<file path="src/hw/rtl/jsr_pkg.sv">
// Shared types and constants for the job slot registry.
package jsr_pkg;

    localparam logic [6:0]  ProgressFull = 7'd100;

    typedef enum logic [1:0] {
        OP_CREATE   = 2'd0,
        OP_GET      = 2'd1,
        OP_UPDATE   = 2'd2,
        OP_COMPLETE = 2'd3
    } t_op;

    typedef enum logic [2:0] {
        ST_OK       = 3'd0,
        ST_EXISTING = 3'd1,
        ST_CONFLICT = 3'd2,
        ST_FULL     = 3'd3,
        ST_INVALID  = 3'd4,
        ST_REJECTED = 3'd5
    } t_status;

    localparam logic [2:0] JS_QUEUED    = 3'd0;
    localparam logic [2:0] JS_RUNNING   = 3'd1;
    localparam logic [2:0] JS_SUCCESS   = 3'd2;
    localparam logic [2:0] JS_TIMEOUT   = 3'd5;

    localparam logic [7:0] PH_QUEUED    = 8'd1;
    localparam logic [7:0] PH_COMPLETED = 8'd2;

    localparam logic CFG_RETENTION = 1'b0;
    localparam logic CFG_NONCE     = 1'b1;

    // One slot record as stored in the table.
    typedef struct packed {
        logic [31:0] request;
        logic [31:0] fingerprint;
        logic [31:0] sequence_no;
        logic [3:0]  job_type;
        logic [2:0]  state;
        logic [7:0]  phase;
        logic [7:0]  error;
        logic [6:0]  progress;
        logic [31:0] media;
        logic [47:0] created;
        logic [47:0] started;
        logic [47:0] finished;
    } t_slot;

    function automatic logic is_terminal(input logic [2:0] s);
        return (s >= JS_SUCCESS) && (s <= JS_TIMEOUT);
    endfunction

    function automatic logic transition_ok(input logic [2:0] prev, input logic [2:0] nxt);
        logic ok;
        ok = 1'b0;
        if (prev == JS_QUEUED) begin
            ok = (nxt <= JS_TIMEOUT) && (nxt != JS_SUCCESS);
        end else if (prev == JS_RUNNING) begin
            ok = (nxt >= JS_RUNNING) && (nxt <= JS_TIMEOUT);
        end
        return ok;
    endfunction

endpackage

</file>
<file path="src/hw/rtl/jsr_scan.sv">
// Shared per-slot compare unit: examines one slot per cycle for the sequencer.
module jsr_scan
    import jsr_pkg::*;
(
    input  t_slot        i_slot,
    input  logic         i_used,
    input  logic [31:0]  i_key,
    input  logic [31:0]  i_retention,
    input  logic [47:0]  i_now,
    input  logic         i_have_any,
    input  logic [47:0]  i_best_any,
    input  logic         i_have_ret,
    input  logic [47:0]  i_best_ret,
    output logic         o_req_hit,
    output logic         o_seq_hit,
    output logic         o_take_any,
    output logic         o_take_ret
);
    logic        cand;
    logic [47:0] age;

    // Compare key, then reclaim candidacy and age.
    always_comb begin
        o_req_hit  = i_used && (i_slot.request == i_key);
        o_seq_hit  = i_used && (i_slot.sequence_no == i_key);
        cand       = i_used && is_terminal(i_slot.state) && (i_slot.finished != '0);
        age        = i_now - i_slot.finished;
        o_take_any = cand && (!i_have_any || (i_slot.finished < i_best_any));
        o_take_ret = cand && (age >= {16'd0, i_retention}) &&
                     (!i_have_ret || (i_slot.finished < i_best_ret));
    end
endmodule

</file>
<file path="config.mk">
export PLATFORM = sky130hd
export DESIGN_NAME = jsr_scan
export DESIGN_NICKNAME = d
export VERILOG_FILES = /design/src/hw/rtl/jsr_pkg.sv /design/src/hw/rtl/jsr_scan.sv
export SDC_FILE = /design/constraint.sdc
export NUM_CORES = 1
export LEC_CHECK = 0
export BUFFER_PORTS_ARGS = -buffer_cell sky130_fd_sc_hd__buf_2
export CELL_PAD_IN_SITES_DETAIL_PLACEMENT = 0
export CELL_PAD_IN_SITES_GLOBAL_PLACEMENT = 1
export CORE_AREA = 2 2 203 205
export DETAILED_ROUTE_END_ITERATION = 6
export DIE_AREA = 0 0 205 207
export PLACE_DENSITY_LB_ADDON = 0.2
export SLEW_MARGIN = 5
export SYNTH_ARGS = -nofsm -noshare
export SYNTH_HDL_FRONTEND = slang
export SYNTH_SLANG_ARGS = --single-unit
export TNS_END_PERCENT = 1
</file>
<file path="constraint.sdc">
create_clock -name vclk -period 13.21
set_input_delay 2.642 -clock vclk [all_inputs]
set_output_delay 2.642 -clock vclk [all_outputs]
set_load 0.05 [all_outputs]
</file>
==> results_dict.tcl <==
set metrics [dict create \
    synth_fp_nets 1716 \
    die_width_um 205 \
    crit_arrival_ps 8530 \
    drive_above_1_share_pct 25.82 \
    grt_max_degree 12 \
    vias_per_cell 4.465 \
    fillers 4771 \
    first_iter_violations 384 \
    ys_top_cells_by_count "190 x inv_1, 173 x ha_1, 83 x xnor2_1" \
    rows 74 \
    synthCells 1029 \
    synth_most_common_cell "inv_1" \
    rsz0062_at_grt "no" \
    ant_nets 0 \
    grt_usage_pct 16.15 \
    syn_area_per_cell_um2 7.037 \
    post-cts-setup-buffer-count 0 \
    first_pass_iters 5 \
    nClkBuffers 0 \
    die-area_mm2 0.04244 \
    fin_nets 2025 \
    antenna_found_initial 5 \
    timing.hold.ws_ps 5792 \
    worst_pin_slew_ps 1026 \
    start_kind "primary input" \
    drv_cap 0 \
    yosysWarnings 0 \
    wl_per_cell_um 18.89 \
    gp_congestion 0.8328 \
    grt-ovfl-total 0 \
    hp-class "in2out" \
    end_kind "output port" \
    synth_area_mm2 0.007241 \
    grt_pass1_vias 8765 \
    path_buf_inv 3 \
    power_density_mw_per_mm2 40.82 \
    die_h_um 207 \
    slowest_delay_ps 660 \
    start_util_pct 17.94 \
    period_needed_ps 11170 \
    coreArea_mm2 0.04037 \
    synth_top_area_share_pct 29.89 \
    path_cells "buf_2 -> inv_1 -> ha_1 -> nand4_2 -> o221ai_1 -> a31oi_1 -> a21oi_1 -> nor2_1 -> nand2_1 -> a21oi_1 -> xnor2_1 -> ha_1 -> a221oi_1 -> o31ai_1 -> nand4b_1 -> a2111oi_0 -> nand3_1 -> or4_1 -> nand4b_1 -> or4_1 -> o21a_1 -> buf_2" \
    hold_viol 0 \
    seq_area_frac_synth_pct 0 \
    vdd_ir_drop_max_v 0.00001201 \
    slowest_stage "a2111oi_0" \
    fmax_mhz 89.49 \
    routed_wl_um 35330 \
    seq_cells 0 \
    critPathKind "in2out" \
    cp_max_fo 9 \
    status "complete, no violations" \
    leakagePower_nw 5.137 \
    ys_top_cells_by_area "ha_1 30%, xnor2_1 10%, inv_1 9.8%, a21o_1 6.1%, a21oi_1 5.5%" \
    setup_tns_ps 0 \
    slew_headroom_pct 30.94 \
    yosys.area.top_type "ha_1" \
    layout.area.seq_um2 0 \
    critPathRequiredTime_ps 10570 \
    route.detailed.drc 0 \
    cts_repair_resize_count 0 \
    finalSetupViolCount 0 \
    grt_pass1_wl_um 52290 \
    vias 8350 \
    synth.distinct_cells 65 \
    finalCritPeriodShare_pct 84.59 \
    slew_viol_final 0 \
    cts_hold_buf 0 \
    io_pins 517 \
    dp_hpwl_um 32930 \
    critPathTopFamily "compound AO/OA/AOI/OAI gates" \
    portBuffers 329 \
    syn2layout_area_growth_pct 30.31 \
]
through the flow:
stage	power [mW]	utilization [%]	area (um^2)	worst slack [ps]	std cells
global route	0.4361	23.36	9430	1674	1868
CTS	0.3896	23.36	9430	2080	1868
finish	0.3851	23.37	9435	2035	1870
floorplan	0.2442	-	7241	3466	1029
global placement	0.3861	23.36	9430	1896	1868
detailed placement	0.3874	23.36	9430	2117	1868
per-layer routing:
metal	up-vias	GRT usage (%)	part of all wire [%]
met4	4	3.647	2.8
li1	4324	-	-
met1	3726	20.31	44
met2	259	28.82	48
met5	-	0	0.074
met3	37	2.297	4.9
area by class of cell:
type / count / area (um^2) / area share, %
multi-input combinational: 816 / 6397 / 67.80
timing repair buffer: 330 / 1654 / 17.53
inverter: 190 / 713.2 / 7.559
tap: 532 / 665.6 / 7.055
antenna: 2 / 5.005 / 0.05304
where the power goes:
part           switching [mW]  internal, mW     total, mW
clock network               0  0.0000000202  0.0000000203
logic                   0.215         0.170         0.385
registers                   0             0             0
total                   0.215         0.170         0.385
cells by family (layout without fill, tap and decap cells):
logic type	after synthesis	after routing	share of synthesized area [%]
buffers and inverters	213	520	11.65
AO/OA/AOI/OAI	281	281	26.11
other	0	2	0
AND/OR/NAND/NOR	257	257	19.47
XOR/XNOR	103	103	12.46
multiplexers	1	1	0.1382
adder cells (fa/ha/maj)	174	174	30.17
cell usage in the layout, fill, tap and decap left out, types with 7 or more instances in the layout:
cell / netlist / layout
and3_1: 9 / 9
o21a_1: 12 / 12
xor2_1: 20 / 20
or4_1: 8 / 8
inv_1: 190 / 190
o21ai_0: 44 / 44
nand2b_1: 14 / 14
nor2_1: 41 / 41
o21bai_1: 9 / 9
or3_1: 7 / 7
buf_2: 12 / 329
xnor2_1: 83 / 83
nor2b_1: 13 / 13
nor4_1: 23 / 23
a21o_1: 59 / 59
nand3_1: 20 / 20
nand4_1: 50 / 50
ha_1: 173 / 173
a211oi_1: 14 / 14
nor3_1: 17 / 17
nand2_1: 41 / 41
a21oi_1: 79 / 79
worst paths after layout:
| check | startpoint | endpoint | slack, ps | depth (start not counted) |
|---|---|---|---|---|
| worst min-delay path | i_slot[225] | o_seq_hit | 5790 | 5 |
| worst max-delay path | i_slot[9] | o_take_ret | 2040 | 22 |
Note: power is estimated with default switching activity, not from simulation.
